--- src/hw/rtl/bpe_pkg.sv ---
// shared types and constants of the bitmap pixel expander
`timescale 1ns / 1ps

package bpe_pkg;

   localparam int BYTE_W    = 8;
   localparam int DIM_W     = 7;
   localparam int BIR_W     = 6;
   localparam int COL_W     = 9;
   localparam int ROW_W     = 8;
   localparam int COLOR_W   = 16;
   localparam int COORD_W   = 16;
   localparam int PAL_AW    = 4;
   localparam int PAL_DEPTH = 16;
   localparam int STEP_W    = 3;

   localparam logic CMD_PIXEL   = 1'b0;
   localparam logic CMD_PALETTE = 1'b1;

   localparam logic DEPTH_MONO   = 1'b0;
   localparam logic DEPTH_NIBBLE = 1'b1;

   // one byte's worth of drawing work handed from decode to expansion
   typedef struct packed {
      logic                 nibble_mode;
      logic                 dbl;
      logic [BYTE_W-1:0]    mask;
      logic [BIR_W-1:0]     byte_in_row;
      logic [DIM_W-1:0]     row;
      logic [COLOR_W-1:0]   color_hi;
      logic [COLOR_W-1:0]   color_lo;
   } job_type;

endpackage

--- src/hw/rtl/bpe_channels.sv ---
// request and response channel interfaces of the bitmap pixel expander
`timescale 1ns / 1ps

interface bpe_req_if;
   logic        valid;
   logic        ready;
   logic        cmd;
   logic [7:0]  data_byte;
   logic [3:0]  palette_index;
   logic [15:0] palette_color;

   modport source (output valid, cmd, data_byte, palette_index, palette_color,
                   input ready);
   modport sink (input valid, cmd, data_byte, palette_index, palette_color,
                 output ready);
endinterface

interface bpe_rsp_if;
   logic               valid;
   logic               ready;
   logic signed [15:0] pixel_x;
   logic signed [15:0] pixel_y;
   logic [15:0]        pixel_color;
   logic               last_of_run;

   modport source (output valid, pixel_x, pixel_y, pixel_color, last_of_run,
                   input ready);
   modport sink (input valid, pixel_x, pixel_y, pixel_color, last_of_run,
                 output ready);
endinterface

--- src/hw/rtl/bpe_ram.sv ---
// generic ram, one write port and two registered read ports
`timescale 1ns / 1ps

module bpe_ram #(
   parameter int WIDTH = 16,
   parameter int DEPTH = 16
) (
   input  logic                     clock,
   input  logic                     we,
   input  logic [$clog2(DEPTH)-1:0] waddr,
   input  logic [WIDTH-1:0]         wdata,
   input  logic [$clog2(DEPTH)-1:0] raddr_a,
   input  logic [$clog2(DEPTH)-1:0] raddr_b,
   output logic [WIDTH-1:0]         rdata_a,
   output logic [WIDTH-1:0]         rdata_b
);

   logic [WIDTH-1:0] mem_ff [DEPTH];
   logic [WIDTH-1:0] rdata_a_ff;
   logic [WIDTH-1:0] rdata_b_ff;

   always_ff @(posedge clock) begin
      if (we) begin
         mem_ff[waddr] <= wdata;
      end
      rdata_a_ff <= mem_ff[raddr_a];
      rdata_b_ff <= mem_ff[raddr_b];
   end

   assign rdata_a = rdata_a_ff;
   assign rdata_b = rdata_b_ff;

endmodule

--- src/hw/rtl/bpe_decode.sv ---
// stream header decode, row tracking, palette store and job stage
`timescale 1ns / 1ps

module bpe_decode #(
   parameter int MAX_DIMENSION = 127
) (
   input  logic             clock,
   input  logic             reset,
   bpe_req_if.sink          req,
   input  logic             depth_mode,
   input  logic             double_scale,
   input  logic             job_ready,
   output logic             job_valid,
   output bpe_pkg::job_type job
);

   localparam logic [1:0] PH_WIDTH  = 2'd0;
   localparam logic [1:0] PH_HEIGHT = 2'd1;
   localparam logic [1:0] PH_PIXELS = 2'd2;

   localparam logic [bpe_pkg::BYTE_W-1:0] DIM_LIMIT = bpe_pkg::BYTE_W'(MAX_DIMENSION);

   logic [1:0]                   phase_ff, phase_in;
   logic [bpe_pkg::DIM_W-1:0]    width_ff, width_in;
   logic [bpe_pkg::DIM_W-1:0]    height_ff, height_in;
   logic [bpe_pkg::DIM_W-1:0]    row_ff, row_in;
   logic [bpe_pkg::BIR_W-1:0]    bir_ff, bir_in;
   logic [bpe_pkg::PAL_DEPTH-1:0] pal_valid_ff, pal_valid_in;
   logic                         job_valid_ff, job_valid_in;
   logic                         fresh_ff, fresh_in;
   logic                         hi_ok_ff, lo_ok_ff;
   bpe_pkg::job_type             job_ff, job_in;

   logic                         accept;
   logic                         pal_write;
   logic                         pixel_byte;
   logic                         load;
   logic [bpe_pkg::DIM_W-1:0]    dim;
   logic [bpe_pkg::BYTE_W-1:0]   row_bytes;
   logic                         row_done;
   logic                         image_done;
   logic [bpe_pkg::BYTE_W-1:0]   mono_mask;
   logic [bpe_pkg::COL_W-1:0]    mono_col;
   logic [bpe_pkg::COLOR_W-1:0]  rdata_hi, rdata_lo;
   logic [bpe_pkg::COLOR_W-1:0]  color_hi_rd, color_lo_rd;

   assign req.ready = !job_valid_ff || job_ready;
   assign accept    = req.valid && req.ready;
   assign pal_write = accept && (req.cmd == bpe_pkg::CMD_PALETTE);
   assign pixel_byte = accept && (req.cmd == bpe_pkg::CMD_PIXEL) && (phase_ff == PH_PIXELS);

   // palette read is issued on every cycle, used only the cycle after a transfer
   bpe_ram #(
      .WIDTH (bpe_pkg::COLOR_W),
      .DEPTH (bpe_pkg::PAL_DEPTH)
   ) u_palette (
      .clock   (clock),
      .we      (pal_write),
      .waddr   (req.palette_index),
      .wdata   (req.palette_color),
      .raddr_a (req.data_byte[7:4]),
      .raddr_b (req.data_byte[3:0]),
      .rdata_a (rdata_hi),
      .rdata_b (rdata_lo)
   );

   // never written entries read as zero
   assign color_hi_rd = hi_ok_ff ? rdata_hi : '0;
   assign color_lo_rd = lo_ok_ff ? rdata_lo : '0;

   always_comb begin
      dim = (req.data_byte > DIM_LIMIT) ? bpe_pkg::DIM_W'(DIM_LIMIT)
                                        : req.data_byte[bpe_pkg::DIM_W-1:0];

      if (depth_mode == bpe_pkg::DEPTH_MONO) begin
         row_bytes = ({1'b0, width_ff} + 8'd7) >> 3;
      end else begin
         row_bytes = ({1'b0, width_ff} + 8'd1) >> 1;
      end
      row_done   = ({2'b00, bir_ff} + 8'd1) >= row_bytes;
      image_done = ({1'b0, row_ff} + 8'd1) >= {1'b0, height_ff};

      // bit k of the mask is column 8*byte_in_row+k, msb of the byte first
      for (int k = 0; k < bpe_pkg::BYTE_W; k++) begin
         mono_col     = {bir_ff, 3'b000} + bpe_pkg::COL_W'(k);
         mono_mask[k] = req.data_byte[bpe_pkg::BYTE_W-1-k] &&
                        (mono_col < {2'b00, width_ff});
      end

      load = pixel_byte && ((depth_mode == bpe_pkg::DEPTH_NIBBLE) || (mono_mask != '0));
   end

   always_comb begin
      phase_in     = phase_ff;
      width_in     = width_ff;
      height_in    = height_ff;
      row_in       = row_ff;
      bir_in       = bir_ff;
      pal_valid_in = pal_valid_ff;

      if (pal_write) begin
         pal_valid_in[req.palette_index] = 1'b1;
      end

      if (accept && (req.cmd == bpe_pkg::CMD_PIXEL)) begin
         case (phase_ff)
            PH_WIDTH: begin
               width_in = dim;
               phase_in = PH_HEIGHT;
            end
            PH_PIXELS: begin
               if (row_done) begin
                  bir_in = '0;
                  if (image_done) begin
                     row_in   = '0;
                     phase_in = PH_WIDTH;
                  end else begin
                     row_in = row_ff + 1'b1;
                  end
               end else begin
                  bir_in = bir_ff + 1'b1;
               end
            end
            default: begin
               height_in = dim;
               row_in    = '0;
               bir_in    = '0;
               phase_in  = ((width_ff == '0) || (dim == '0)) ? PH_WIDTH : PH_PIXELS;
            end
         endcase
      end

      if (load) begin
         job_valid_in = 1'b1;
      end else if (job_ready) begin
         job_valid_in = 1'b0;
      end else begin
         job_valid_in = job_valid_ff;
      end
      fresh_in = load;

      job_in = job_ff;
      if (fresh_ff) begin
         job_in.color_hi = color_hi_rd;
         job_in.color_lo = color_lo_rd;
      end
      if (load) begin
         job_in.nibble_mode = depth_mode;
         job_in.dbl         = double_scale;
         job_in.mask        = mono_mask;
         job_in.byte_in_row = bir_ff;
         job_in.row         = row_ff;
      end
   end

   always_ff @(posedge clock) begin
      if (reset) begin
         phase_ff     <= PH_WIDTH;
         width_ff     <= '0;
         height_ff    <= '0;
         row_ff       <= '0;
         bir_ff       <= '0;
         pal_valid_ff <= '0;
         job_valid_ff <= 1'b0;
         fresh_ff     <= 1'b0;
      end else begin
         phase_ff     <= phase_in;
         width_ff     <= width_in;
         height_ff    <= height_in;
         row_ff       <= row_in;
         bir_ff       <= bir_in;
         pal_valid_ff <= pal_valid_in;
         job_valid_ff <= job_valid_in;
         fresh_ff     <= fresh_in;
      end
   end

   always_ff @(posedge clock) begin
      hi_ok_ff <= pal_valid_ff[req.data_byte[7:4]];
      lo_ok_ff <= pal_valid_ff[req.data_byte[3:0]];
      job_ff   <= job_in;
   end

   always_comb begin
      job = job_ff;
      if (fresh_ff) begin
         job.color_hi = color_hi_rd;
         job.color_lo = color_lo_rd;
      end
   end

   assign job_valid = job_valid_ff;

endmodule

--- src/hw/rtl/bpe_expand.sv ---
// pixel expansion, one pixel write per cycle into the output register unless the receiver stalls
`timescale 1ns / 1ps

module bpe_expand #(
   parameter int COORD_WIDTH = 16
) (
   input  logic                        clock,
   input  logic                        reset,
   input  logic                        job_valid,
   input  bpe_pkg::job_type            job,
   output logic                        job_ready,
   input  logic signed [15:0]          origin_x,
   input  logic signed [15:0]          origin_y,
   input  logic [bpe_pkg::COLOR_W-1:0] draw_color,
   bpe_rsp_if.source                   rsp
);

   localparam logic [bpe_pkg::STEP_W-1:0] LAST_SINGLE = 3'd1;
   localparam logic [bpe_pkg::STEP_W-1:0] LAST_DOUBLE = 3'd7;

   logic                          busy_ff, busy_in;
   bpe_pkg::job_type              cur_ff, cur_in;
   logic [bpe_pkg::STEP_W-1:0]    step_ff, step_in;
   logic                          out_valid_ff, out_valid_in;
   logic signed [15:0]            out_x_ff, out_x_in;
   logic signed [15:0]            out_y_ff, out_y_in;
   logic [bpe_pkg::COLOR_W-1:0]   out_color_ff, out_color_in;
   logic                          out_last_ff, out_last_in;

   logic                          emit;
   logic                          load;
   logic                          last;
   logic [2:0]                    first_k;
   logic [bpe_pkg::BYTE_W-1:0]    mask_left;
   logic                          nib;
   logic                          dx;
   logic                          dy;
   logic [bpe_pkg::DIM_W-1:0]     cnib;
   logic [bpe_pkg::COL_W-1:0]     col;
   logic [bpe_pkg::ROW_W-1:0]     row;
   logic [bpe_pkg::COLOR_W-1:0]   color;
   logic [COORD_WIDTH-1:0]        sum_x;
   logic [COORD_WIDTH-1:0]        sum_y;

   assign emit      = busy_ff && (!out_valid_ff || rsp.ready);
   assign job_ready = !busy_ff || (emit && last);
   assign load      = job_valid && job_ready;

   always_comb begin
      // lowest set mask bit is the leftmost remaining pixel
      first_k = '0;
      for (int k = bpe_pkg::BYTE_W - 1; k >= 0; k--) begin
         if (cur_ff.mask[k]) begin
            first_k = 3'(k);
         end
      end
      mask_left = cur_ff.mask & ~(8'd1 << first_k);

      nib  = cur_ff.dbl ? step_ff[2] : step_ff[0];
      dx   = step_ff[0] ^ step_ff[1];
      dy   = step_ff[1];
      cnib = {cur_ff.byte_in_row, 1'b0} + bpe_pkg::DIM_W'(nib);

      if (cur_ff.nibble_mode == bpe_pkg::DEPTH_MONO) begin
         col   = {cur_ff.byte_in_row, 3'b000} + bpe_pkg::COL_W'(first_k);
         row   = {1'b0, cur_ff.row};
         color = draw_color;
         last  = (mask_left == '0);
      end else if (cur_ff.dbl) begin
         // 2x2 block order: top left, top right, bottom right, bottom left
         col   = {1'b0, cnib, dx};
         row   = {cur_ff.row, dy};
         color = nib ? cur_ff.color_lo : cur_ff.color_hi;
         last  = (step_ff == LAST_DOUBLE);
      end else begin
         col   = {2'b00, cnib};
         row   = {1'b0, cur_ff.row};
         color = nib ? cur_ff.color_lo : cur_ff.color_hi;
         last  = (step_ff == LAST_SINGLE);
      end

      sum_x = COORD_WIDTH'(origin_x) + COORD_WIDTH'(col);
      sum_y = COORD_WIDTH'(origin_y) + COORD_WIDTH'(row);
   end

   always_comb begin
      busy_in = busy_ff;
      cur_in  = cur_ff;
      step_in = step_ff;
      if (emit) begin
         step_in     = step_ff + 1'b1;
         cur_in.mask = mask_left;
         if (last) begin
            busy_in = 1'b0;
         end
      end
      if (load) begin
         busy_in = 1'b1;
         cur_in  = job;
         step_in = '0;
      end

      if (emit) begin
         out_valid_in = 1'b1;
      end else if (rsp.ready) begin
         out_valid_in = 1'b0;
      end else begin
         out_valid_in = out_valid_ff;
      end

      out_x_in     = out_x_ff;
      out_y_in     = out_y_ff;
      out_color_in = out_color_ff;
      out_last_in  = out_last_ff;
      if (emit) begin
         out_x_in     = 16'($signed(sum_x));
         out_y_in     = 16'($signed(sum_y));
         out_color_in = color;
         out_last_in  = last;
      end
   end

   always_ff @(posedge clock) begin
      if (reset) begin
         busy_ff      <= 1'b0;
         out_valid_ff <= 1'b0;
      end else begin
         busy_ff      <= busy_in;
         out_valid_ff <= out_valid_in;
      end
   end

   always_ff @(posedge clock) begin
      cur_ff       <= cur_in;
      step_ff      <= step_in;
      out_x_ff     <= out_x_in;
      out_y_ff     <= out_y_in;
      out_color_ff <= out_color_in;
      out_last_ff  <= out_last_in;
   end

   assign rsp.valid       = out_valid_ff;
   assign rsp.pixel_x     = out_x_ff;
   assign rsp.pixel_y     = out_y_ff;
   assign rsp.pixel_color = out_color_ff;
   assign rsp.last_of_run = out_last_ff;

endmodule

--- src/hw/rtl/bitmap_pixel_expander_unit.sv ---
// top level of the bitmap pixel expander
`timescale 1ns / 1ps

// bitmap pixel expander: turns a stream of image bytes into pixel writes
// - req_chan carries image bytes (cmd 0) and palette entry writes (cmd 1);
//   the first two image bytes are width and height, the rest are pixel data
// - rsp_chan carries one pixel write per transfer, last_of_run marks the
//   final pixel of a byte; headers, palette writes and empty mono bytes
//   give no transfer
// - csr port sets origin, depth mode, double scale and draw colour; write
//   only while the block is idle
// - a byte's pixels pass the job stage with palette read, the expander and
//   the output register in that order
// - the expander gives one pixel per cycle while the receiver takes them; a
//   mono byte gives one pixel per set bit in the image, a four bit byte two
//   pixels, or eight with double scale
// - the next byte is taken while the expander works on the current one, so
//   pixel writes follow without gaps across bytes
// - reset clears the stream state and the palette valid bits, so every
//   palette entry reads as zero until written; no clearing pass
// - when the receiver stalls the output register holds, the expander waits,
//   and req_chan.ready drops once the job stage is full
module bitmap_pixel_expander_unit #(
   parameter int MAX_DIMENSION = 127,
   parameter int COORD_WIDTH   = 16
) (
   input  logic        clock,
   input  logic        reset,
   bpe_req_if.sink     req_chan,
   bpe_rsp_if.source   rsp_chan,
   input  logic        csr_we,
   input  logic [2:0]  csr_index,
   input  logic [15:0] csr_wdata
);

   // register indexes of the csr port
   localparam logic [2:0] CSR_ORIGIN_X     = 3'd0;
   localparam logic [2:0] CSR_ORIGIN_Y     = 3'd1;
   localparam logic [2:0] CSR_DEPTH_MODE   = 3'd2;
   localparam logic [2:0] CSR_DOUBLE_SCALE = 3'd3;
   localparam logic [2:0] CSR_DRAW_COLOR   = 3'd4;

   logic signed [15:0]           origin_x_ff, origin_x_in;
   logic signed [15:0]           origin_y_ff, origin_y_in;
   logic                         depth_mode_ff, depth_mode_in;
   logic                         double_scale_ff, double_scale_in;
   logic [bpe_pkg::COLOR_W-1:0]  draw_color_ff, draw_color_in;

   logic                         job_valid;
   logic                         job_ready;
   bpe_pkg::job_type             job;

   // configuration writes, indexes beyond the list are ignored
   always_comb begin
      origin_x_in     = origin_x_ff;
      origin_y_in     = origin_y_ff;
      depth_mode_in   = depth_mode_ff;
      double_scale_in = double_scale_ff;
      draw_color_in   = draw_color_ff;
      if (csr_we) begin
         case (csr_index)
            CSR_ORIGIN_X:     origin_x_in     = csr_wdata;
            CSR_ORIGIN_Y:     origin_y_in     = csr_wdata;
            CSR_DEPTH_MODE:   depth_mode_in   = csr_wdata[0];
            CSR_DOUBLE_SCALE: double_scale_in = csr_wdata[0];
            CSR_DRAW_COLOR:   draw_color_in   = csr_wdata;
            default: begin
            end
         endcase
      end
   end

   always_ff @(posedge clock) begin
      if (reset) begin
         origin_x_ff     <= '0;
         origin_y_ff     <= '0;
         depth_mode_ff   <= bpe_pkg::DEPTH_MONO;
         double_scale_ff <= 1'b0;
         draw_color_ff   <= 16'hFFFF;
      end else begin
         origin_x_ff     <= origin_x_in;
         origin_y_ff     <= origin_y_in;
         depth_mode_ff   <= depth_mode_in;
         double_scale_ff <= double_scale_in;
         draw_color_ff   <= draw_color_in;
      end
   end

   // header decode, row tracking and palette lookup
   bpe_decode #(
      .MAX_DIMENSION (MAX_DIMENSION)
   ) u_decode (
      .clock        (clock),
      .reset        (reset),
      .req          (req_chan),
      .depth_mode   (depth_mode_ff),
      .double_scale (double_scale_ff),
      .job_ready    (job_ready),
      .job_valid    (job_valid),
      .job          (job)
   );

   // one pixel write per cycle into the output register unless the receiver stalls
   bpe_expand #(
      .COORD_WIDTH (COORD_WIDTH)
   ) u_expand (
      .clock      (clock),
      .reset      (reset),
      .job_valid  (job_valid),
      .job        (job),
      .job_ready  (job_ready),
      .origin_x   (origin_x_ff),
      .origin_y   (origin_y_ff),
      .draw_color (draw_color_ff),
      .rsp        (rsp_chan)
   );

endmodule

--- src/flat_wrapper.sv ---
// flat-port wrapper written by rule: the top's interface ports become plain ports
module bitmap_pixel_expander_unit_flat 
#(
   parameter int MAX_DIMENSION = 127,
   parameter int COORD_WIDTH   = 16
)
  (clock, reset, csr_we, csr_index, csr_wdata, req_chan_valid, req_chan_cmd, req_chan_data_byte, req_chan_palette_index, req_chan_palette_color, req_chan_ready, rsp_chan_valid, rsp_chan_pixel_x, rsp_chan_pixel_y, rsp_chan_pixel_color, rsp_chan_last_of_run, rsp_chan_ready);
  bpe_req_if req_chan_i ();
  bpe_rsp_if rsp_chan_i ();
  input  logic clock;
  input  logic reset;
  input  logic csr_we;
  input  logic [2:0] csr_index;
  input  logic [15:0] csr_wdata;
  input wire logic [$bits(req_chan_i.valid)-1:0] req_chan_valid;
  input wire logic [$bits(req_chan_i.cmd)-1:0] req_chan_cmd;
  input wire logic [$bits(req_chan_i.data_byte)-1:0] req_chan_data_byte;
  input wire logic [$bits(req_chan_i.palette_index)-1:0] req_chan_palette_index;
  input wire logic [$bits(req_chan_i.palette_color)-1:0] req_chan_palette_color;
  output wire logic [$bits(req_chan_i.ready)-1:0] req_chan_ready;
  output wire logic [$bits(rsp_chan_i.valid)-1:0] rsp_chan_valid;
  output wire logic [$bits(rsp_chan_i.pixel_x)-1:0] rsp_chan_pixel_x;
  output wire logic [$bits(rsp_chan_i.pixel_y)-1:0] rsp_chan_pixel_y;
  output wire logic [$bits(rsp_chan_i.pixel_color)-1:0] rsp_chan_pixel_color;
  output wire logic [$bits(rsp_chan_i.last_of_run)-1:0] rsp_chan_last_of_run;
  input wire logic [$bits(rsp_chan_i.ready)-1:0] rsp_chan_ready;
  assign req_chan_i.valid = req_chan_valid;
  assign req_chan_i.cmd = req_chan_cmd;
  assign req_chan_i.data_byte = req_chan_data_byte;
  assign req_chan_i.palette_index = req_chan_palette_index;
  assign req_chan_i.palette_color = req_chan_palette_color;
  assign req_chan_ready = req_chan_i.ready;
  assign rsp_chan_valid = rsp_chan_i.valid;
  assign rsp_chan_pixel_x = rsp_chan_i.pixel_x;
  assign rsp_chan_pixel_y = rsp_chan_i.pixel_y;
  assign rsp_chan_pixel_color = rsp_chan_i.pixel_color;
  assign rsp_chan_last_of_run = rsp_chan_i.last_of_run;
  assign rsp_chan_i.ready = rsp_chan_ready;
  bitmap_pixel_expander_unit #(.MAX_DIMENSION(MAX_DIMENSION), .COORD_WIDTH(COORD_WIDTH)) u_core (.clock(clock), .reset(reset), .req_chan(req_chan_i), .rsp_chan(rsp_chan_i), .csr_we(csr_we), .csr_index(csr_index), .csr_wdata(csr_wdata));
endmodule
--- config.mk ---
export PLATFORM = sky130hd
export DESIGN_NAME = bitmap_pixel_expander_unit_flat
export DESIGN_NICKNAME = d
export VERILOG_FILES = /design/src/hw/rtl/bpe_pkg.sv /design/src/hw/rtl/bpe_channels.sv /design/src/hw/rtl/bpe_ram.sv /design/src/hw/rtl/bpe_decode.sv /design/src/hw/rtl/bpe_expand.sv /design/src/hw/rtl/bitmap_pixel_expander_unit.sv /design/src/flat_wrapper.sv
export SDC_FILE = /design/constraint.sdc
export NUM_CORES = 1
export LEC_CHECK = 0
export ABC_CLOCK_PERIOD_IN_PS = 6000
export BUFFER_PORTS_ARGS = -buffer_cell sky130_fd_sc_hd__buf_2
export CORE_MARGIN = 2
export CORE_UTILIZATION = 56
export DETAILED_ROUTE_END_ITERATION = 7
export PLACE_DENSITY = 0.79
export RECOVER_POWER = 50
export SLEW_MARGIN = 5
export SYNTH_ARGS = -nofsm -noshare
export SYNTH_HDL_FRONTEND = slang
export SYNTH_HIERARCHICAL = 1
export SYNTH_SLANG_ARGS = --single-unit
--- constraint.sdc ---
create_clock -name clock -period 6 [get_ports clock]
set_input_delay 0.6 -clock clock [delete_from_list [all_inputs] [get_ports clock]]
set_output_delay 0.6 -clock clock [all_outputs]
set_load 0.03 [all_outputs]
==> results of run 1 <==
-- cells in the mapped netlist, types with 10 or more instances --
master                       n  area [sq um]
sky130_fd_sc_hd__nand2b_1   62         387.9
sky130_fd_sc_hd__a21oi_1    74         370.4
sky130_fd_sc_hd__nor2_1    163         611.8
sky130_fd_sc_hd__ha_1       41         513.0
sky130_fd_sc_hd__mux4_1     24         630.6
sky130_fd_sc_hd__nor3_1     16         80.08
sky130_fd_sc_hd__xnor2_1    29         254.0
sky130_fd_sc_hd__mux4_2    112          2522
sky130_fd_sc_hd__mux2i_1    77         770.7
sky130_fd_sc_hd__a21o_1     10         75.07
sky130_fd_sc_hd__buf_6      14         157.7
sky130_fd_sc_hd__xor2_1     11         96.34
sky130_fd_sc_hd__dfxtp_1   168          3363
sky130_fd_sc_hd__clkbuf_1   53         198.9
sky130_fd_sc_hd__nand3_1    23         115.1
sky130_fd_sc_hd__nand2_1   108         405.4
sky130_fd_sc_hd__nor2b_1    14         87.58
sky130_fd_sc_hd__edfxtp_1  383         11500
sky130_fd_sc_hd__o21ai_0    66         330.3
sky130_fd_sc_hd__buf_4      28         210.2
sky130_fd_sc_hd__a22oi_1    64         480.5
sky130_fd_sc_hd__inv_1      82         307.8
-- where the power goes --
group / total [mW] / internal [mW] / switching (mW) / leakage, nW
logic: 0.517 / 0.211 / 0.306 / 4.19
clock network: 3.32 / 1.93 / 1.40 / 0.837
registers: 4.20 / 4.15 / 0.0466 / 4.85
-- path summary, 6_finish.rpt --
check | from | endpoint | slack (ns) | cells after the start
setup / recovery | req_chan_data_byte[4] | u_core/u_decode/u_palette/rdata_a[5] | 1.47 | 5
hold / removal | csr_wdata[14] | u_core/draw_color_ff[14] | 0.32 | 3
setup reg to reg | u_core/u_expand/cur_ff[47] | u_core/u_decode/row_ff[5] | 1.72 | 12
hold reg to reg | u_core/u_decode/job[33] | u_core/u_expand/cur_ff[33] | 0.42 | 0
-- cells by family (layout without fill, tap and decap cells) --
family	after synthesis	in the layout
buf+inv	199	312
fa+ha+maj	43	43
xor+xnor	40	40
mux	225	225
compound gates	273	273
simple gates	447	447
other cells	0	1
flops	551	551
-- metrics by stage --
stage	total power [mW]	worst slack, ns	cells	hold slack (ns)	instance area (sq um)
6_report	8.036	1.468	2484	0.3184	27240
4_1_cts	8.085	1.944	2483	0.2891	27340
3_5_place_dp	4.779	1.991	2385	0.4098	25610
2_1_floorplan	4.612	1.441	1778	0.4093	24800
3_3_place_gp	4.755	2.164	2385	0.4065	25610
5_1_grt	8.289	0.9769	2483	0.3137	27230
-- sequential cells by signal, indices dropped and copies added (netlist names), 2 cells and up --
name                               count
u_core/u_expand/rsp.pixel_y           16
u_core/u_expand/cur_ff                55
u_core/origin_y_ff                    16
u_core/u_decode/bir_ff                 6
u_core/draw_color_ff                  16
u_core/u_decode/width_ff               7
u_core/origin_x_ff                    16
u_core/u_decode/phase_ff               2
u_core/u_expand/rsp.pixel_color       16
u_core/u_expand/step_ff                3
u_core/u_expand/rsp.pixel_x           16
u_core/u_decode/u_palette/mem_ff     256
u_core/u_decode/job_ff                32
u_core/u_decode/job                   23
u_core/u_decode/u_palette/rdata_b     16
u_core/u_decode/row_ff                 7
u_core/u_decode/pal_valid_ff          16
u_core/u_decode/height_ff              7
u_core/u_decode/u_palette/rdata_a     16
-- critical path: cells and delay by family --
family | cells | cell delay (ns)
buffers and inverters | 2 | 3.23
multiplexers | 1 | 0.66
AO/OA/AOI/OAI | 1 | 0.26
AND/OR/NAND/NOR | 1 | 0.15
-- cell type report --
type / instances / share of cell area (%)
Timing Repair Buffer: 132 / 2.334
Antenna cell: 1 / 0.009188
Inverter: 82 / 1.130
Tap cell: 592 / 2.720
Sequential cell: 551 / 54.58
Clock inverter: 35 / 1.337
Clock buffer: 63 / 5.007
Multi-Input combinational cell: 1028 / 32.89
-- routing by layer --
metal	up-vias	GRT usage (%)	share of wire (%)
met4	0	7.292	2.3
li1	6842	-	-
met1	7565	31.52	40
met2	740	39.17	49
met5	-	0	0
met3	110	4.908	8.4
==> impl_metrics.csv, run 1 <==
group,metric,value,unit
status,outcome,"finished, violations left",
status,failed_checks,"capacitance limit, slew limit",
drt,route.antenna.remaining_nets,0,
logic_synthesis,syn_nets,1874,
clock_network,cts.hold.buffers_added,0,
clock_network,htree_levels,2,
drt,dr.first_iter.drc_count,1584,
drt,firstDrtPassIters,5,
setup_path,worstPathArrival,4.97,ns
timing,finalSetupTns,0,ns
clock_network,tritoncts_num_sinks,551,
clock_network,clock_buffer_count_from_cts,53,
timing,finalClockSkew,0.02750,ns
drt,drt_wl_cell,21.88,um
logic_synthesis,post_synth_inst_count,1778,
floorplanning,io-pin-count,104,
floorplanning,die_area,0.04598,sq mm
timing,finalCriticalPeriod,4.532,ns
finish,nNetsFinal,1944,
floorplanning,die_height,214.4,um
global_routing,grt_util_all_layers,23.58,%
drt,routed-via-count,15260,
floorplanning,floorplan.rows,77,
timing,final-max-slew-violation-count,276,
setup_path,critical_path_data_required_time,6.44,ns
timing,unrepaired_setup_endpoints_after_global_routing,"false",
setup_path,path_cells,"clkbuf_1 > buf_4 > mux4_1 > a22oi_1 > nand2_1",
setup_path,crit_path_max_incr_delay,2.38,ns
global_routing,grt_pass1_vias,15240,
placement,io_buffer_count,103,
logic_synthesis,yosys_warnings,6,
floorplanning,initial_core_util,56.45,%
finish,drive_above_1_share,15.12,%
timing,worst_pin_slew,3.460,ns
logic_synthesis,synth.yosys.seq_area_share,59.94,%
logic_synthesis,muxShareOfSynthArea,16.51,%
clock_network,cts_root_buf,"sky130_fd_sc_hd__clkbuf_16",
clock_network,clkTransAtPathRegs,0.06,ns
setup_path,timing.setup.critical_path_class,"input port to flip-flop",
logic_synthesis,synth_area_per_cell,13.95,sq um
logic_synthesis,yosys.area_share.adder,2.230,%
finish,mostFrequentLayoutCell,"sky130_fd_sc_hd__edfxtp_1",
power_and_ir_drop,power.ir.vdd_worst,0.2578,mV
placement,detailed_place_hpwl,35180,um
logic_synthesis,post_synth_instance_area,0.02480,sq mm
setup_path,maximum_fanout_along_the_worst_path,42,
finish,ff_latch_area,0.01486,sq mm
timing,fmax,0.2206,GHz
timing,endpoints_failing_hold,0,
clock_network,cts_buffer_depth,3,
clock_network,cts_tree,"done",
timing,final_setup_violating_endpoints,0,
global_routing,grt-ovfl-total,0,
flow_run,number_of_violations_of_the_max_capacitance_limit,5,
power_and_ir_drop,power_per_cell_area,295.1,mW/mm^2
timing,timing.slew.headroom,-130.7,%
logic_synthesis,synth_xor_area_share,1.413,%
logic_synthesis,synth_ff_type,"sky130_fd_sc_hd__edfxtp_1",
drt,drt_wl_total,54360,um
global_routing,maximum_number_of_pins_on_one_net_before_global_route_repair,86,
setup_path,startpoint_type,"input port",
setup_path,endpoint_kind_of_the_worst_setup_timing_path,"flip-flop",
finish,post-route-util,62.00,%
finish,multi_input_comb_area,0.008957,sq mm
drt,drt-vias-per-instance,6.142,
logic_synthesis,post_synth_and_or_nand_nor_area_fraction,8.749,%
logic_synthesis,post_synth_edffs,383,
drt,drt_drc_violations_left,0,
clock_network,cts_repair_resize_count,0,
timing,fin_crit_sh,75.54,%
global_routing,antenna_found_initial,1,
floorplanning,die_width,214.4,um
setup_path,timing.critical_path.slowest_stage_cell,"sky130_fd_sc_hd__clkbuf_1",
min_path,min_path_type,"input port to flip-flop",
finish,most-common-layout-cells,"sky130_fd_sc_hd__edfxtp_1 (383), sky130_fd_sc_hd__dfxtp_1 (168), sky130_fd_sc_hd__nor2_1 (163)",
logic_synthesis,synth_seq_cells,551,
logic_synthesis,main_combinational_cell_family_by_area_after_synthesis,"multiplexers",
logic_synthesis,synth_compound_area_share,7.049,%
global_routing,grt_pass1_wl,84680,um
power_and_ir_drop,p_leak,9.873,nW
finish,fillCellCount,3213,
logic_synthesis,ys_types,83,
finish,layout-area-overhead-vs-synth,9.834,%
floorplanning,core_region_area,0.04393,sq mm
logic_synthesis,synth-async-reset-ratio,0,%
clock_network,cts.repair_timing.setup_buffer_count,0,
clock_network,worst_skew_pair.late_latency,0.61,ns
placement,gp_routability_congestion,0.8982,
Power figures use the tool's default switching activity.
==> run 2, diff against run 1 <==
- ABC_CLOCK_PERIOD_IN_PS: 6000 -> 4200
- clock period: 6 -> 4.2 ns (I/O delays scaled with it)
==> run 2 against run 1 <==
Effect of this change:
- the flow still finishes with violations (capacitance limit, slew limit)
- sequential cell count stayed put
- sequential share of layout area is 0.24 points lower
- design area is 0.44% higher
- cell count is 0.16% higher
- hold slack worse by 0.18 ns
- first-iteration DRC count is 6.8% lower
- clock skew is 0.014 ns lower
- combinational power is 43% higher
- core utilization is 0.27 points higher
- non-clock buffer count is 6 higher
- critical path depth is 7 higher
- largest cell class unchanged
- largest power group unchanged
==> impl_metrics.csv, run 2 (synthesized netlist as in run 1, its figures left out) <==
group,metric,value,unit
timing,fmax,0.2525,GHz
global_routing,grt_pass1_wl,84000,um
floorplanning,die_area,0.04598,sq mm
drt,routed-via-count,14970,
clock_network,cts.repair_timing.setup_buffer_count,0,
timing,final_setup_violating_endpoints,0,
power_and_ir_drop,p_leak,9.939,nW
timing,finalClockSkew,0.01396,ns
timing,finalSetupTns,0,ns
floorplanning,core_region_area,0.04393,sq mm
setup_path,crit_path_max_incr_delay,0.60,ns
setup_path,timing.critical_path.slowest_stage_cell,"sky130_fd_sc_hd__or4_4",
timing,final-max-slew-violation-count,208,
power_and_ir_drop,pwr-share-seq,51.8,%
drt,drt_wl_total,54060,um
global_routing,grt_pass1_vias,15140,
finish,drive_above_1_share,15.72,%
drt,drt_drc_violations_left,0,
setup_path,crit_family,"simple AND/OR/NAND/NOR gates",
min_path,min_path_type,"input port to flip-flop",
drt,drt-vias-per-instance,6.017,
floorplanning,io-pin-count,104,
setup_path,endpoint_kind_of_the_worst_setup_timing_path,"flip-flop",
finish,post-route-util,62.27,%
setup_path,end_of_the_worst_register_to_register_path,"u_core/u_decode/u_palette/mem_ff[1][5]",
placement,detailed_place_hpwl,36160,um
power_and_ir_drop,clock_power_share,41.8,%
power_and_ir_drop,total_switching_power,2.497,mW
flow_run,number_of_violations_of_the_max_capacitance_limit,4,
min_path,worstHoldEndpoint,"u_core/draw_color_ff[9]",
drt,route.antenna.remaining_nets,0,
setup_path,maximum_fanout_along_the_worst_path,16,
clock_network,cts_root_buf,"sky130_fd_sc_hd__clkbuf_16",
global_routing,grt.met2_usage,39.64,%
drt,firstDrtPassIters,6,
global_routing,antenna_found_initial,2,
clock_network,htree_levels,2,
clock_network,tritoncts_num_sinks,551,
floorplanning,die_width,214.4,um
power_and_ir_drop,internal_power,9.081,mW
power_and_ir_drop,switching_share,21.57,%
timing,unrepaired_setup_endpoints_after_global_routing,"false",
power_and_ir_drop,power.ir.vdd_worst,0.4459,mV
finish,largest_reg_flops,256,
drt,drt_wl_cell,21.73,um
clock_network,cts_tree,"done",
drt,dr.first_iter.drc_count,1477,
finish,layout-area-overhead-vs-synth,10.32,%
setup_path,worst_reg2reg_setup_slack,0.24,ns
timing,endpoints_failing_hold,0,
power_and_ir_drop,totalPowerFinal,11.58,mW
global_routing,grt-ovfl-total,0,
finish,most-common-layout-cells,"sky130_fd_sc_hd__edfxtp_1 (383), sky130_fd_sc_hd__dfxtp_1 (168), sky130_fd_sc_hd__nor2_1 (163)",
setup_path,timing.setup.critical_path_class,"flip-flop to flip-flop",
finish,nNetsFinal,1950,
setup_path,path_cells,"or4_4 > or3_4 > o32ai_1 > o21ai_1 > nand2_1 > a21bo_2 > nand2b_1 > nand3_1 > inv_2 > or3b_2 > nor2_1 > buf_4",
finish,fillCellCount,3278,
setup_path,startpoint_type,"flip-flop",
finish,antenna_cells,0,
placement,io_buffer_count,103,
timing,fin_crit_sh,94.29,%
global_routing,maximum_number_of_pins_on_one_net_before_global_route_repair,94,
clock_network,clock_buffer_count_from_cts,53,
clock_network,clkTransAtPathRegs,0.06,ns
finish,top_regs,"u_core/u_decode/u_palette/mem_ff x256, u_core/u_expand/cur_ff x55, u_core/u_decode/job_ff x32",
global_routing,grt.busiest_layer,"met2",
floorplanning,die_height,214.4,um
power_and_ir_drop,power_frac_comb,6.4,%
status,failed_checks,"capacitance limit, slew limit",
min_path,hold_path_startpoint,"csr_wdata[9]",
global_routing,grt_util_met3,4.440,%
placement,gp_routability_congestion,0.8919,
global_routing,use_met1,31.08,%
setup_path,cp.buffers_inverters,2,
power_and_ir_drop,power_per_cell_area,423.3,mW/mm^2
clock_network,cts_buffer_depth,3,
floorplanning,floorplan.rows,77,
setup_path,cp_num_cells,12,
setup_path,worstPathArrival,4.23,ns
clock_network,cts.hold.buffers_added,0,
setup_path,critical_path.reg2reg.startpoint,"u_core/u_expand/cur_ff[47]",
status,outcome,"finished, violations left",
setup_path,worstRegToRegCells,12,
timing,worst_pin_slew,3.312,ns
setup_path,critical_path_data_required_time,4.47,ns
finish,largest-register,"u_core/u_decode/u_palette/mem_ff",
timing,timing.slew.headroom,-120.8,%
global_routing,grt_util_all_layers,23.51,%
finish,mostFrequentLayoutCell,"sky130_fd_sc_hd__edfxtp_1",
timing,finalCriticalPeriod,3.960,ns
min_path,timing.hold.worst_path_depth,3,
clock_network,worst_skew_pair.late_latency,0.59,ns
floorplanning,initial_core_util,56.45,%
-- run 2: through the flow --
step	setup WS [ns]	hold WS, ns	instances	cell area [sq um]
2_1_floorplan	0.08153	0.4093	1778	24820
3_3_place_gp	0.3604	0.4032	2391	25710
3_5_place_dp	0.2720	0.4045	2391	25710
4_1_cts	0.2382	0.1134	2488	27490
5_1_grt	0.04071	0.1332	2488	27360
6_report	0.2398	0.1338	2488	27360
-- run 2: how the worst max path moves through the flow --
stage / start / to / slack, ns
2_1_floorplan: u_core/u_expand/cur_ff[47] / u_core/u_decode/u_palette/mem_ff[1][0] / 0.08
3_3_place_gp: u_core/u_expand/cur_ff[47] / u_core/u_decode/u_palette/mem_ff[3][7] / 0.36
3_5_place_dp: u_core/u_expand/cur_ff[47] / u_core/u_decode/u_palette/mem_ff[3][7] / 0.27
4_1_cts: u_core/u_expand/cur_ff[47] / u_core/u_decode/u_palette/mem_ff[2][12] / 0.24
5_1_grt: u_core/u_expand/cur_ff[47] / u_core/u_decode/u_palette/mem_ff[0][8] / 0.04
6_report: u_core/u_expand/cur_ff[47] / u_core/u_decode/u_palette/mem_ff[1][5] / 0.24
-- run 2: metal layers --
layer	vias up	share of wire (%)
met5	-	0.046
met4	4	2.6
met3	118	7.4
met2	623	49
met1	7374	41
li1	6851	-
-- run 2: power groups by stage --
stage | combinational, mW | clock [mW] | sequential (mW)
finish | 0.739 | 4.84 | 6.00
global route | 0.800 | 5.12 | 6.00
CTS | 0.738 | 4.93 | 5.99
detailed placement | 0.731 | 0 | 6.11
global placement | 0.709 | 0 | 6.10
floorplan | 0.505 | 0 | 6.08
-- run 2: what timing repair did --
action                                  CTS  global route
endpoints found under the setup margin    0            18
gates resized for setup                   0             1
endpoints found under the hold margin     0             0
-- run 2: worst min-delay path, cell delays in order --
cell and delay [ns]:
sky130_fd_sc_hd__buf_2 0.09, sky130_fd_sc_hd__nor2_1 0.04, sky130_fd_sc_hd__mux2i_1 0.12
-- run 2: final cells by class --
cell class / count / area, sq um / share of cell area [%]
Inverter: 82 / 307.8 / 1.125
Tap cell: 592 / 740.7 / 2.708
Multi-Input combinational cell: 1028 / 8960 / 32.75
Clock inverter: 35 / 396.6 / 1.450
Clock buffer: 62 / 1380 / 5.045
Sequential cell: 551 / 14860 / 54.34
Timing Repair Buffer: 138 / 706.9 / 2.584
==> run 3, diff against run 2 <==
- ABC_CLOCK_PERIOD_IN_PS: 4200 -> 3270
- PLACE_DENSITY: 0.79 -> 0.82
- RECOVER_POWER: 50 -> default
- clock period: 4.2 -> 3.27 ns (I/O delays scaled with it)
==> run 3 against run 2 <==
Effect of this change:
- the run now ends clean
- die area stayed put
- non-clock buffer count is 31 higher
- clock power is 22% higher
==> impl_metrics.csv, run 3 (synthesized netlist as in run 1, its figures left out) <==
group,metric,value,unit
flow_run,number_of_violations_of_the_max_capacitance_limit,0,
drt,drt_wl_cell,21.84,um
placement,gp_routability_congestion,0.8679,
timing,final_setup_violating_endpoints,0,
timing,finalClockSkew,0.01444,ns
clock_network,cts_tree,"done",
drt,drt_drc_violations_left,0,
global_routing,grt-ovfl-total,0,
timing,worst_pin_slew,1.402,ns
finish,top_regs,"u_core/u_decode/u_palette/mem_ff x256, u_core/u_expand/cur_ff x55, u_core/u_decode/job_ff x32",
finish,final_cells,2522,
clock_network,clkTransAtPathRegs,0.06,ns
min_path,min_path_type,"input port to flip-flop",
finish,mostFrequentLayoutCell,"sky130_fd_sc_hd__edfxtp_1",
clock_network,clock_buffer_count_from_cts,53,
global_routing,maximum_number_of_pins_on_one_net_before_global_route_repair,96,
clock_network,htree_levels,2,
timing,fmax,0.3062,GHz
finish,fillCellCount,3034,
floorplanning,io-pin-count,104,
timing,fin_crit_sh,99.86,%
global_routing,antenna_found_initial,1,
timing,endpoints_failing_hold,0,
setup_path,worstRegToRegCells,13,
placement,numPlacedInstances,2414,
power_and_ir_drop,p_leak,10.36,nW
finish,layout-area-overhead-vs-synth,12.87,%
floorplanning,floorplan.rows,77,
floorplanning,core_region_area,0.04393,sq mm
finish,largest_reg_flops,256,
setup_path,timing.setup.critical_path_class,"flip-flop to flip-flop",
clock_network,tritoncts_num_sinks,551,
min_path,timing.hold.worst_path_depth,3,
floorplanning,die_width,214.4,um
global_routing,grt_util_all_layers,23.90,%
placement,detailed_place_hpwl,36130,um
timing,worst_slack,0.004674,ns
finish,most-common-layout-cells,"sky130_fd_sc_hd__edfxtp_1 (383), sky130_fd_sc_hd__dfxtp_1 (168), sky130_fd_sc_hd__nor2_1 (156)",
setup_path,worstPathArrival,3.57,ns
timing,finalSetupTns,0,ns
timing,unrepaired_setup_endpoints_after_global_routing,"true",
floorplanning,die_height,214.4,um
setup_path,endpoint_kind_of_the_worst_setup_timing_path,"flip-flop",
power_and_ir_drop,power_per_cell_area,520.6,mW/mm^2
timing,finalCriticalPeriod,3.265,ns
finish,drive_above_1_share,21.40,%
placement,dpl_worst_slack,-0.02349,ns
global_routing,grt_pass1_vias,15580,
clock_network,cts_root_buf,"sky130_fd_sc_hd__clkbuf_16",
drt,route.antenna.remaining_nets,0,
timing,timing.slew.headroom,6.338,%
drt,firstDrtPassIters,5,
floorplanning,die_area,0.04598,sq mm
drt,drt-vias-per-instance,6.142,
power_and_ir_drop,power.ir.vdd_worst,0.4398,mV
setup_path,startpoint_type,"flip-flop",
setup_path,maximum_fanout_along_the_worst_path,8,
timing,holdWs,0.04122,ns
finish,largest-register,"u_core/u_decode/u_palette/mem_ff",
finish,antenna_cells,0,
placement,detailed_place.area,0.02613,sq mm
drt,drt_wl_total,55080,um
timing,final-max-slew-violation-count,0,
floorplanning,initial_core_util,56.45,%
drt,routed-via-count,15490,
finish,post-route-util,63.71,%
placement,io_buffer_count,103,
setup_path,critical_path_data_required_time,3.57,ns
finish,nNetsFinal,1982,
clock_network,worst_skew_pair.late_latency,0.60,ns
clock_network,cts_buffer_depth,3,
drt,dr.first_iter.drc_count,1548,
power_and_ir_drop,totalPowerFinal,14.57,mW
finish,final_design_area_no_fill,0.02799,sq mm
status,outcome,"complete, no violations",
global_routing,grt_pass1_wl,85670,um
[run 3: layout make-up]
cell class                 instances  area (sq um)  share of cell area (%)
sequential                       551         14860                   53.11
multi-input combinational       1028          9087                   32.47
clock buffer                      72          1491                   5.329
timing repair buffer             169          1284                   4.587
tap                              592         740.7                   2.647
inverter                          82         315.3                   1.127
clock inverter                    27         197.7                  0.7063
timing repair inverter             1         7.507                 0.02682
[run 3: path summary, 6_finish.rpt]
check | start | end | slack (ns)
setup reg to reg | u_core/u_expand/cur_ff[46] | u_core/u_decode/u_palette/mem_ff[0][0] | 0.005
setup / recovery | u_core/u_expand/cur_ff[46] | u_core/u_decode/u_palette/mem_ff[0][0] | 0.005
hold reg to reg | u_core/u_decode/job[39] | u_core/u_expand/cur_ff[39] | 0.42
hold / removal | csr_wdata[9] | u_core/draw_color_ff[9] | 0.04
[run 3: per-layer routing]
layer	up-vias	GRT usage (%)	wire length, um
met5	-	0	11
li1	6912	-	-
met1	7597	31.21	21590
met2	843	39.85	26830
met3	135	5.007	4994
met4	2	8.773	1654
[run 3: report_power, final]
group          internal [mW]  switching (mW)
clock network           3.35            2.54
registers               7.62          0.0819
logic                  0.404           0.571
total                   11.4            3.19
[run 3: what timing repair did]
action,CTS,global route
pin swaps,2,3
setup endpoints to repair,16,295
cloned,1,1
gates resized for setup,3,11
hold buffers,0,0
buffers inserted,2,5
[run 3: critical path: stages (launching register included)]
cell and delay [ns]:
sky130_fd_sc_hd__edfxtp_1 0.40, sky130_fd_sc_hd__or4_4 0.56, sky130_fd_sc_hd__or3_4 0.37, sky130_fd_sc_hd__o32ai_4 0.12, sky130_fd_sc_hd__o21ai_2 0.10, sky130_fd_sc_hd__nand2_1 0.09
sky130_fd_sc_hd__a21bo_2 0.13, sky130_fd_sc_hd__nand2b_4 0.15, sky130_fd_sc_hd__nand3_4 0.10, sky130_fd_sc_hd__inv_2 0.08, sky130_fd_sc_hd__or3b_4 0.43, sky130_fd_sc_hd__nor3_4 0.17
sky130_fd_sc_hd__buf_12 0.15, sky130_fd_sc_hd__buf_12 0.13
